## config.mk

```make
export PLATFORM = sky130hd
export DESIGN_NAME = c_escape_sequence_decoder_unit
export DESIGN_NICKNAME = d
export VERILOG_FILES = /design/src/rtl/cesd_pkg.sv /design/src/rtl/c_escape_sequence_decoder_unit.sv /design/src/rtl/cesd_front.sv /design/src/rtl/cesd_fifo.sv /design/src/rtl/cesd_back.sv
export SDC_FILE = /design/constraint.sdc
export NUM_CORES = 1
export LEC_CHECK = 0
export ABC_AREA = 1
export ABC_CLOCK_PERIOD_IN_PS = 6700
export BUFFER_PORTS_ARGS = -buffer_cell sky130_fd_sc_hd__buf_2
export CELL_PAD_IN_SITES_DETAIL_PLACEMENT = 0
export CELL_PAD_IN_SITES_GLOBAL_PLACEMENT = 1
export CORE_MARGIN = 2
export CORE_UTILIZATION = 52
export DETAILED_ROUTE_END_ITERATION = 6
export PLACE_DENSITY = 0.95
export SYNTH_ARGS = -nofsm -noshare
export SYNTH_HDL_FRONTEND = slang
export SYNTH_SLANG_ARGS = --single-unit
export TNS_END_PERCENT = 10
```

## constraint.sdc

```tcl
create_clock -name clk_i -period 6.7 [get_ports clk_i]
set_clock_uncertainty 0.2 [all_clocks]
set_input_delay 0.67 -clock clk_i [delete_from_list [all_inputs] [get_ports clk_i]]
set_output_delay 0.67 -clock clk_i [all_outputs]
set_load 0.005 [all_outputs]
```

## src/rtl/cesd_pkg.sv

```systemverilog
// Types, character codes and lookup functions of the escape decoder.
package cesd_pkg;

  typedef enum logic [2:0] {
    MODE_TEXT = 3'd0,
    MODE_ESC  = 3'd1,
    MODE_HEX0 = 3'd2,
    MODE_HEX1 = 3'd3,
    MODE_OCT1 = 3'd4,
    MODE_OCT2 = 3'd5
  } mode_e;

  localparam logic [7:0] CHAR_BSLASH = 8'h5C;
  localparam logic [7:0] CHAR_X      = 8'h78;
  localparam logic [7:0] CHAR_ZERO   = 8'h30;
  localparam logic [7:0] CHAR_SEVEN  = 8'h37;

  typedef struct packed {
    logic       last_in_run;
    logic       string_end;
    logic       byte_valid;
    logic [7:0] out_byte;
  } result_t;

  // Results of one input character: one or two slots.
  typedef struct packed {
    result_t r1;
    result_t r0;
    logic    two;
  } record_t;

  // Control byte of a single-letter escape; bit 8 flags a hit.
  function automatic logic [8:0] esc_ctrl(input logic [7:0] c);
    logic [8:0] r;
    r = 9'd0;
    case (c)
      8'h61: r = {1'b1, 8'd7};   // a
      8'h62: r = {1'b1, 8'd8};   // b
      8'h66: r = {1'b1, 8'd12};  // f
      8'h6E: r = {1'b1, 8'd10};  // n
      8'h72: r = {1'b1, 8'd13};  // r
      8'h74: r = {1'b1, 8'd9};   // t
      8'h76: r = {1'b1, 8'd11};  // v
      default: r = 9'd0;
    endcase
    return r;
  endfunction

  // Hex digit value of either case; bit 4 flags a digit.
  function automatic logic [4:0] hex_val(input logic [7:0] c);
    logic [4:0] r;
    r = 5'd0;
    if (c >= 8'h30 && c <= 8'h39) r = {1'b1, 4'(c - 8'h30)};
    else if (c >= 8'h41 && c <= 8'h46) r = {1'b1, 4'(c - 8'h37)};
    else if (c >= 8'h61 && c <= 8'h66) r = {1'b1, 4'(c - 8'h57)};
    return r;
  endfunction

  function automatic logic is_oct(input logic [7:0] c);
    return (c >= CHAR_ZERO) && (c <= CHAR_SEVEN);
  endfunction

endpackage

```

## src/rtl/c_escape_sequence_decoder_unit.sv

```systemverilog
// A request's first result passes the record queue and then the back end's output register.
// Throughput: one request per cycle while each yields one result and the output is not stalled;
//   the output port sends one result per cycle unless stalled, so a request yielding two results sends them in turn.
// The QueueDepth-entry record queue lets the front end keep accepting while the output stalls.
// Reset (rst_ni low, asynchronous) returns the decoder to plain text, empties the queue
//   and drops any result held at the output.
module c_escape_sequence_decoder_unit
  import cesd_pkg::*;
#(
  parameter int unsigned QueueDepth = 4
) (
  input  logic       clk_i,
  input  logic       rst_ni,
  // Input character stream.
  input  logic       s_axis_tvalid_i,
  output logic       s_axis_tready_o,
  input  logic [7:0] s_axis_tdata_i,   // [7:0] char_in
  input  logic       s_axis_tlast_i,   // end_of_string
  // Decoded byte stream.
  output logic       m_axis_tvalid_o,
  input  logic       m_axis_tready_i,
  output logic [7:0] m_axis_tdata_o,   // [7:0] out_byte
  output logic [1:0] m_axis_tuser_o,   // [0] byte_valid, [1] string_end
  output logic       m_axis_tlast_o    // last_in_run
);

  logic    q_push, q_full, q_pop, q_valid;
  record_t q_wdata, q_rdata;
  result_t res;

  // Front end: mode machine, up to two results built per request.
  cesd_front u_front (
    .clk_i           (clk_i),
    .rst_ni          (rst_ni),
    .in_valid_i      (s_axis_tvalid_i),
    .in_ready_o      (s_axis_tready_o),
    .char_in_i       (s_axis_tdata_i),
    .end_of_string_i (s_axis_tlast_i),
    .q_full_i        (q_full),
    .q_push_o        (q_push),
    .q_data_o        (q_wdata)
  );

  // Records wait here, so a stalled output does not stop the front end at once.
  cesd_fifo #(
    .Depth (QueueDepth)
  ) u_fifo (
    .clk_i   (clk_i),
    .rst_ni  (rst_ni),
    .push_i  (q_push),
    .data_i  (q_wdata),
    .full_o  (q_full),
    .pop_i   (q_pop),
    .valid_o (q_valid),
    .data_o  (q_rdata)
  );

  // Back end: hold one record in a register and send its slots in order.
  cesd_back u_back (
    .clk_i       (clk_i),
    .rst_ni      (rst_ni),
    .q_valid_i   (q_valid),
    .q_data_i    (q_rdata),
    .q_pop_o     (q_pop),
    .out_valid_o (m_axis_tvalid_o),
    .out_ready_i (m_axis_tready_i),
    .out_o       (res)
  );

  assign m_axis_tdata_o = res.out_byte;
  assign m_axis_tuser_o = {res.string_end, res.byte_valid};
  assign m_axis_tlast_o = res.last_in_run;

endmodule

```

## src/rtl/cesd_front.sv

```systemverilog
// Front end: accept characters, run the escape mode machine, build result records.
module cesd_front
  import cesd_pkg::*;
(
  input  logic       clk_i,
  input  logic       rst_ni,
  input  logic       in_valid_i,
  output logic       in_ready_o,
  input  logic [7:0] char_in_i,
  input  logic       end_of_string_i,
  input  logic       q_full_i,
  output logic       q_push_o,
  output record_t    q_data_o
);

  mode_e      mode_q, mode_d;
  logic [7:0] pend_q, pend_d;

  logic       accept;
  logic [4:0] hx;
  logic [8:0] ctrl;
  logic       plain;
  logic       pre_v, plain_v, fin_v, fin_bv;
  logic [7:0] pre_b, plain_b, fin_b;
  logic [1:0] cnt;
  result_t    r0, r1;

  assign in_ready_o = !q_full_i;
  assign accept     = in_valid_i && in_ready_o;
  assign hx         = hex_val(char_in_i);
  assign ctrl       = esc_ctrl(char_in_i);

  // Next mode and the candidate results: pending flush, plain char, end flush.
  always_comb begin
    mode_d  = mode_q;
    pend_d  = pend_q;
    plain   = 1'b0;
    pre_v   = 1'b0;
    pre_b   = pend_q;
    plain_v = 1'b0;
    plain_b = char_in_i;
    fin_v   = 1'b0;
    fin_bv  = 1'b1;
    fin_b   = 8'd0;
    unique case (mode_q)
      MODE_ESC: begin
        if (ctrl[8]) begin
          pre_v  = 1'b1;
          pre_b  = ctrl[7:0];
          mode_d = MODE_TEXT;
        end else if (char_in_i == CHAR_X) begin
          mode_d = MODE_HEX0;
        end else if (is_oct(char_in_i)) begin
          pend_d = {5'd0, char_in_i[2:0]};
          mode_d = MODE_OCT1;
        end else begin
          plain = 1'b1;
        end
      end
      MODE_HEX0: begin
        if (hx[4]) begin
          pend_d = {4'd0, hx[3:0]};
          mode_d = MODE_HEX1;
        end else begin
          plain = 1'b1;
        end
      end
      MODE_HEX1: begin
        pre_v = 1'b1;
        if (hx[4]) begin
          pre_b  = {pend_q[3:0], hx[3:0]};
          mode_d = MODE_TEXT;
        end else begin
          plain = 1'b1;
        end
      end
      MODE_OCT1: begin
        if (is_oct(char_in_i)) begin
          pend_d = {pend_q[4:0], char_in_i[2:0]};
          mode_d = MODE_OCT2;
        end else begin
          pre_v = 1'b1;
          plain = 1'b1;
        end
      end
      MODE_OCT2: begin
        pre_v = 1'b1;
        if (is_oct(char_in_i)) begin
          pre_b  = {pend_q[4:0], char_in_i[2:0]};
          mode_d = MODE_TEXT;
        end else begin
          plain = 1'b1;
        end
      end
      default: plain = 1'b1;
    endcase

    if (plain) begin
      if (char_in_i == CHAR_BSLASH) begin
        mode_d = MODE_ESC;
      end else begin
        mode_d  = MODE_TEXT;
        plain_v = 1'b1;
      end
    end

    // End of string: flush a held value, or send an empty marker if nothing else went out.
    if (end_of_string_i) begin
      if (mode_d == MODE_HEX1 || mode_d == MODE_OCT1 || mode_d == MODE_OCT2) begin
        fin_v = 1'b1;
        fin_b = pend_d;
      end else if (!pre_v && !plain_v) begin
        fin_v  = 1'b1;
        fin_bv = 1'b0;
      end
      mode_d = MODE_TEXT;
      pend_d = 8'd0;
    end
  end

  // Pack the candidates in order into the two slots and mark the final one.
  always_comb begin
    r0  = '0;
    r1  = '0;
    cnt = 2'(pre_v) + 2'(plain_v) + 2'(fin_v);
    if (pre_v) begin
      r0.out_byte   = pre_b;
      r0.byte_valid = 1'b1;
      r1.out_byte   = plain_v ? plain_b : fin_b;
      r1.byte_valid = plain_v ? 1'b1 : fin_bv;
    end else if (plain_v) begin
      r0.out_byte   = plain_b;
      r0.byte_valid = 1'b1;
      r1.out_byte   = fin_b;
      r1.byte_valid = fin_bv;
    end else begin
      r0.out_byte   = fin_b;
      r0.byte_valid = fin_bv;
    end
    if (cnt == 2'd2) begin
      r1.last_in_run = 1'b1;
      r1.string_end  = end_of_string_i;
    end else begin
      r0.last_in_run = 1'b1;
      r0.string_end  = end_of_string_i;
    end
  end

  assign q_push_o = accept && (cnt != 2'd0);
  assign q_data_o = '{r1: r1, r0: r0, two: (cnt == 2'd2)};

  always_ff @(posedge clk_i or negedge rst_ni) begin
    if (!rst_ni) begin
      mode_q <= MODE_TEXT;
      pend_q <= 8'd0;
    end else if (accept) begin
      mode_q <= mode_d;
      pend_q <= pend_d;
    end
  end

endmodule

```

## src/rtl/cesd_fifo.sv

```systemverilog
// Short record queue between front end and back end.
module cesd_fifo
  import cesd_pkg::*;
#(
  parameter int unsigned Depth = 4
) (
  input  logic    clk_i,
  input  logic    rst_ni,
  input  logic    push_i,
  input  record_t data_i,
  output logic    full_o,
  input  logic    pop_i,
  output logic    valid_o,
  output record_t data_o
);

  localparam int unsigned PtrW = (Depth > 1) ? $clog2(Depth) : 1;
  localparam int unsigned CntW = $clog2(Depth + 1);

  record_t             mem_q [Depth];
  logic [PtrW-1:0]     wr_q, wr_d, rd_q, rd_d;
  logic [CntW-1:0]     cnt_q, cnt_d;
  logic                do_push, do_pop;

  assign full_o  = (cnt_q == CntW'(Depth));
  assign valid_o = (cnt_q != '0);
  assign data_o  = mem_q[rd_q];
  assign do_push = push_i && !full_o;
  assign do_pop  = pop_i && valid_o;

  always_comb begin
    wr_d  = wr_q;
    rd_d  = rd_q;
    cnt_d = cnt_q;
    if (do_push) begin
      wr_d = (wr_q == PtrW'(Depth - 1)) ? '0 : wr_q + 1'b1;
    end
    if (do_pop) begin
      rd_d = (rd_q == PtrW'(Depth - 1)) ? '0 : rd_q + 1'b1;
    end
    if (do_push && !do_pop) cnt_d = cnt_q + 1'b1;
    else if (!do_push && do_pop) cnt_d = cnt_q - 1'b1;
  end

  always_ff @(posedge clk_i or negedge rst_ni) begin
    if (!rst_ni) begin
      wr_q  <= '0;
      rd_q  <= '0;
      cnt_q <= '0;
    end else begin
      wr_q  <= wr_d;
      rd_q  <= rd_d;
      cnt_q <= cnt_d;
    end
  end

  always_ff @(posedge clk_i) begin
    if (do_push) mem_q[wr_q] <= data_i;
  end

endmodule

```

## src/rtl/cesd_back.sv

```systemverilog
// Back end: take records from the queue and send their results one per cycle unless stalled.
module cesd_back
  import cesd_pkg::*;
(
  input  logic    clk_i,
  input  logic    rst_ni,
  input  logic    q_valid_i,
  input  record_t q_data_i,
  output logic    q_pop_o,
  output logic    out_valid_o,
  input  logic    out_ready_i,
  output result_t out_o
);

  record_t rec_q;
  logic    have_q, have_d;
  logic    sel_q, sel_d;
  logic    fire, slot_done;

  assign out_valid_o = have_q;
  assign out_o       = sel_q ? rec_q.r1 : rec_q.r0;
  assign fire        = have_q && out_ready_i;
  assign slot_done   = fire && (sel_q || !rec_q.two);
  assign q_pop_o     = q_valid_i && (!have_q || slot_done);

  always_comb begin
    have_d = have_q;
    sel_d  = sel_q;
    if (q_pop_o) begin
      have_d = 1'b1;
      sel_d  = 1'b0;
    end else if (slot_done) begin
      have_d = 1'b0;
      sel_d  = 1'b0;
    end else if (fire) begin
      sel_d = 1'b1;
    end
  end

  always_ff @(posedge clk_i or negedge rst_ni) begin
    if (!rst_ni) begin
      have_q <= 1'b0;
      sel_q  <= 1'b0;
    end else begin
      have_q <= have_d;
      sel_q  <= sel_d;
    end
  end

  always_ff @(posedge clk_i) begin
    if (q_pop_o) rec_q <= q_data_i;
  end

endmodule

```

==> flow_metrics.env <==
export IMPL_cts_resized=0
export IMPL_status="finished, final reports clean"
export IMPL_htree_levels=4
export IMPL_insertion_delay_ns=0.42
export IMPL_endpoint_kind="flop"
export IMPL_report_final_slew_viol_count=0
export IMPL_coreArea_sq_um=12500
export IMPL_synth_fp_nets=732
export IMPL_crit_path_cell_trace="buf_2, inv_1, ha_1, nand2_1, inv_1, nand3_1, nand2_1, inv_1, nand2_1, nand2_1, nand2_1, inv_2, nand2_1, nor2_1, fa_1, o21ai_0, inv_1, ha_1, inv_1, fa_1, mux2_2"
export IMPL_yosys_warnings=0
export IMPL_drc_errors=0
export IMPL_cts_buffers=17
export IMPL_setup_viol=0
export IMPL_gr_total_overflow=0
export IMPL_tightest_slew_ns=0.856
export IMPL_cts_tree="built"
export IMPL_grt_max_degree=48
export IMPL_cts_root_buf="clkbuf_16"
export IMPL_min_period_over_period=0.720
export IMPL_design_area_sq_um=7500
export IMPL_die_x_um=117
export IMPL_wirelength_um=15900
export IMPL_synth_adder_area_share=0.0250
export IMPL_ys_ff_latch=130
export IMPL_max_stage_delay_ns=0.61
export IMPL_num_vias=5179
export IMPL_cpMostUsedCell="nand2_1"
export IMPL_synth_seq_area_share=0.575
export IMPL_synth_cell_types=41
export IMPL_area_delta_synth_final_pct=13.3
export IMPL_synth_top_family_by_area="simple AND/OR/NAND/NOR gates"
export IMPL_synth_xor_area_share=0.00265
export IMPL_avgViaCountPerCell=5.64
export IMPL_leakage_uw=0.00296
export IMPL_most_common_layout_cells="nand2_1 (157), edfxtp_1 (110), nor2_1 (87)"
export IMPL_grt_pass1_wl_um=24900
export IMPL_critPathKind="in2reg"
export IMPL_layout_commonest_cell="nand2_1"
export IMPL_fin_crit_ns=4.83
export IMPL_required_ns=6.80
export IMPL_cts_sinks=130
export IMPL_reg2reg_from="u_front.mode_q[0]"
export IMPL_die_area_sq_um=13600
export IMPL_tns_ns=0
export IMPL_firstDrtPassIters=5
export IMPL_cp_top_family="adder cells"
export IMPL_num_antenna_cells=0
export IMPL_grt_pass1_vias=4888
export IMPL_dpl_hpwl_um=10700
export IMPL_gp_congestion=0.907
export IMPL_peakVddDrop_uv=159
export IMPL_start_util=0.529
export IMPL_critPathSlowestCell="o21ai_0"
export IMPL_drt_iter0_drc=462
export IMPL_io_pins=26
export IMPL_die_y_um=117
export IMPL_numPortBuffers=25
export IMPL_power_density_nw_per_um2=380
export IMPL_cp_max_fo=14
export IMPL_relSlewSlack=0.430
export IMPL_r2r_cells=16
export IMPL_clockBufferDepth=2
export IMPL_path_buf_inv=7
export IMPL_fmax_ghz=0.207
export IMPL_hp_class="in2async"
export IMPL_wl_per_cell_um=17.3
export IMPL_antenna_found_initial=0
export IMPL_rows=41
export IMPL_hold_viol=0
export IMPL_synth_compound_area_frac=0.130
export IMPL_layout_drive_gt1_share=0.139
export IMPL_ant_nets=0
export IMPL_placed_cell_area_sq_um=6900
export IMPL_avgSynthCellArea_sq_um=9.36
export IMPL_track_usage=0.248
export IMPL_r2r_end="u_fifo.cnt_q[1]"
export IMPL_worstPathArrival_ns=4.92
export IMPL_fillers=1065
export IMPL_rrSetupSlack_ns=1.94
export IMPL_rsz0062_at_grt="no"
export IMPL_clk_pin_slew_ns=0.06
export IMPL_nNetsFinal=759
export IMPL_synth_area_sq_um=6620
export IMPL_synthCells=707
export IMPL_synthMuxAreaShare=0.00170
export IMPL_drv_cap=0
export IMPL_cts_setup_buffers=0
export IMPL_yosys_area_share_simple=0.209
export IMPL_hold_buffers=0
export IMPL_start_kind="input port"
per-layer routing:
layer / track usage / part of all wire / vias up
li1: - / - / 2483
met1: 0.312 / 0.41 / 2444
met2: 0.417 / 0.50 / 219
met3: 0.0510 / 0.065 / 33
met4: 0.115 / 0.028 / 0
met5: 0 / 0 / -
cell usage after synthesis, drive strengths merged:
cell type / number / area, sq um
a21oi: 18 / 101
clkinv: 2 / 12.5
ha: 10 / 125
o211ai: 7 / 57.6
o21a: 2 / 15.0
nor2: 98 / 393
inv: 61 / 229
nand3b: 1 / 11.3
clkbuf: 15 / 56.3
a31oi: 3 / 18.8
xnor2: 2 / 17.5
mux2: 1 / 11.3
o21ai: 93 / 480
a211oi: 1 / 12.5
nand4: 4 / 31.3
buf: 11 / 80.1
o2111ai: 1 / 8.76
a22o: 1 / 8.76
edfxtp: 110 / 3300
o22ai: 25 / 156
nand2: 163 / 642
and2: 5 / 31.3
fa: 2 / 40.0
dfrtp: 20 / 500
nor3: 2 / 10.0
nand3: 49 / 265
sequential cells by signal (all words and copies together), names as in the netlist:
register,flops
u_front.pend_q,8
u_fifo.cnt_q,3
u_back.rec_q,22
u_back.sel_q,1
u_front.mode_q,3
u_fifo.mem_q,88
u_fifo.wr_q,2
u_fifo.rd_q,2
u_back.out_valid_o,1
through the flow:
stage	std cells	power, uW	hold WS [ns]	util	setup WS, ns
finish	919	2850	0.0317	0.599	1.87
detailed placement	887	1950	0.334	0.551	1.45
CTS	919	2870	0.0270	0.599	1.90
global route	919	3020	0.0514	0.599	1.39
global placement	887	1910	0.287	0.551	1.64
floorplan	707	1690	0.174	-	2.57
power breakdown:
| group | internal [uW] | total (uW) | switching (uW) | leakage (uW) |
|---|---|---|---|---|
| logic | 232 | 707 | 475 | 0.00143 |
| clock network | 581 | 912 | 331 | 0.000279 |
| registers | 1130 | 1230 | 97.2 | 0.00125 |
cells by family after synthesis:
kind of cell,count (synthesis)
mux,1
simple gates,322
buf+inv,89
xor+xnor,2
flops,130
fa+ha+maj,12
compound gates,151
worst max path at each step:
stage,startpoint,slack (ns),endpoint,cells past startpoint
floorplan,s_axis_tdata_i[1],2.57,u_fifo.cnt_q[1],19
global placement,s_axis_tdata_i[0],1.64,u_fifo.cnt_q[1],21
detailed placement,s_axis_tdata_i[0],1.45,u_fifo.cnt_q[1],21
CTS,s_axis_tdata_i[0],1.90,u_fifo.cnt_q[1],21
global route,s_axis_tdata_i[0],1.39,u_fifo.cnt_q[1],21
finish,s_axis_tdata_i[0],1.87,u_fifo.cnt_q[1],21
area by class of cell:
class | count | area [sq um] | area share
clock inverters | 14 | 165 | 0.0220
multi-input cells | 488 | 2450 | 0.327
flip-flops and latches | 130 | 3800 | 0.507
well taps | 172 | 215 | 0.0287
inverters | 63 | 241 | 0.0322
repair buffers | 34 | 193 | 0.0257
clock buffers | 18 | 429 | 0.0572
No activity file was read; power rests on OpenSTA's default activity.
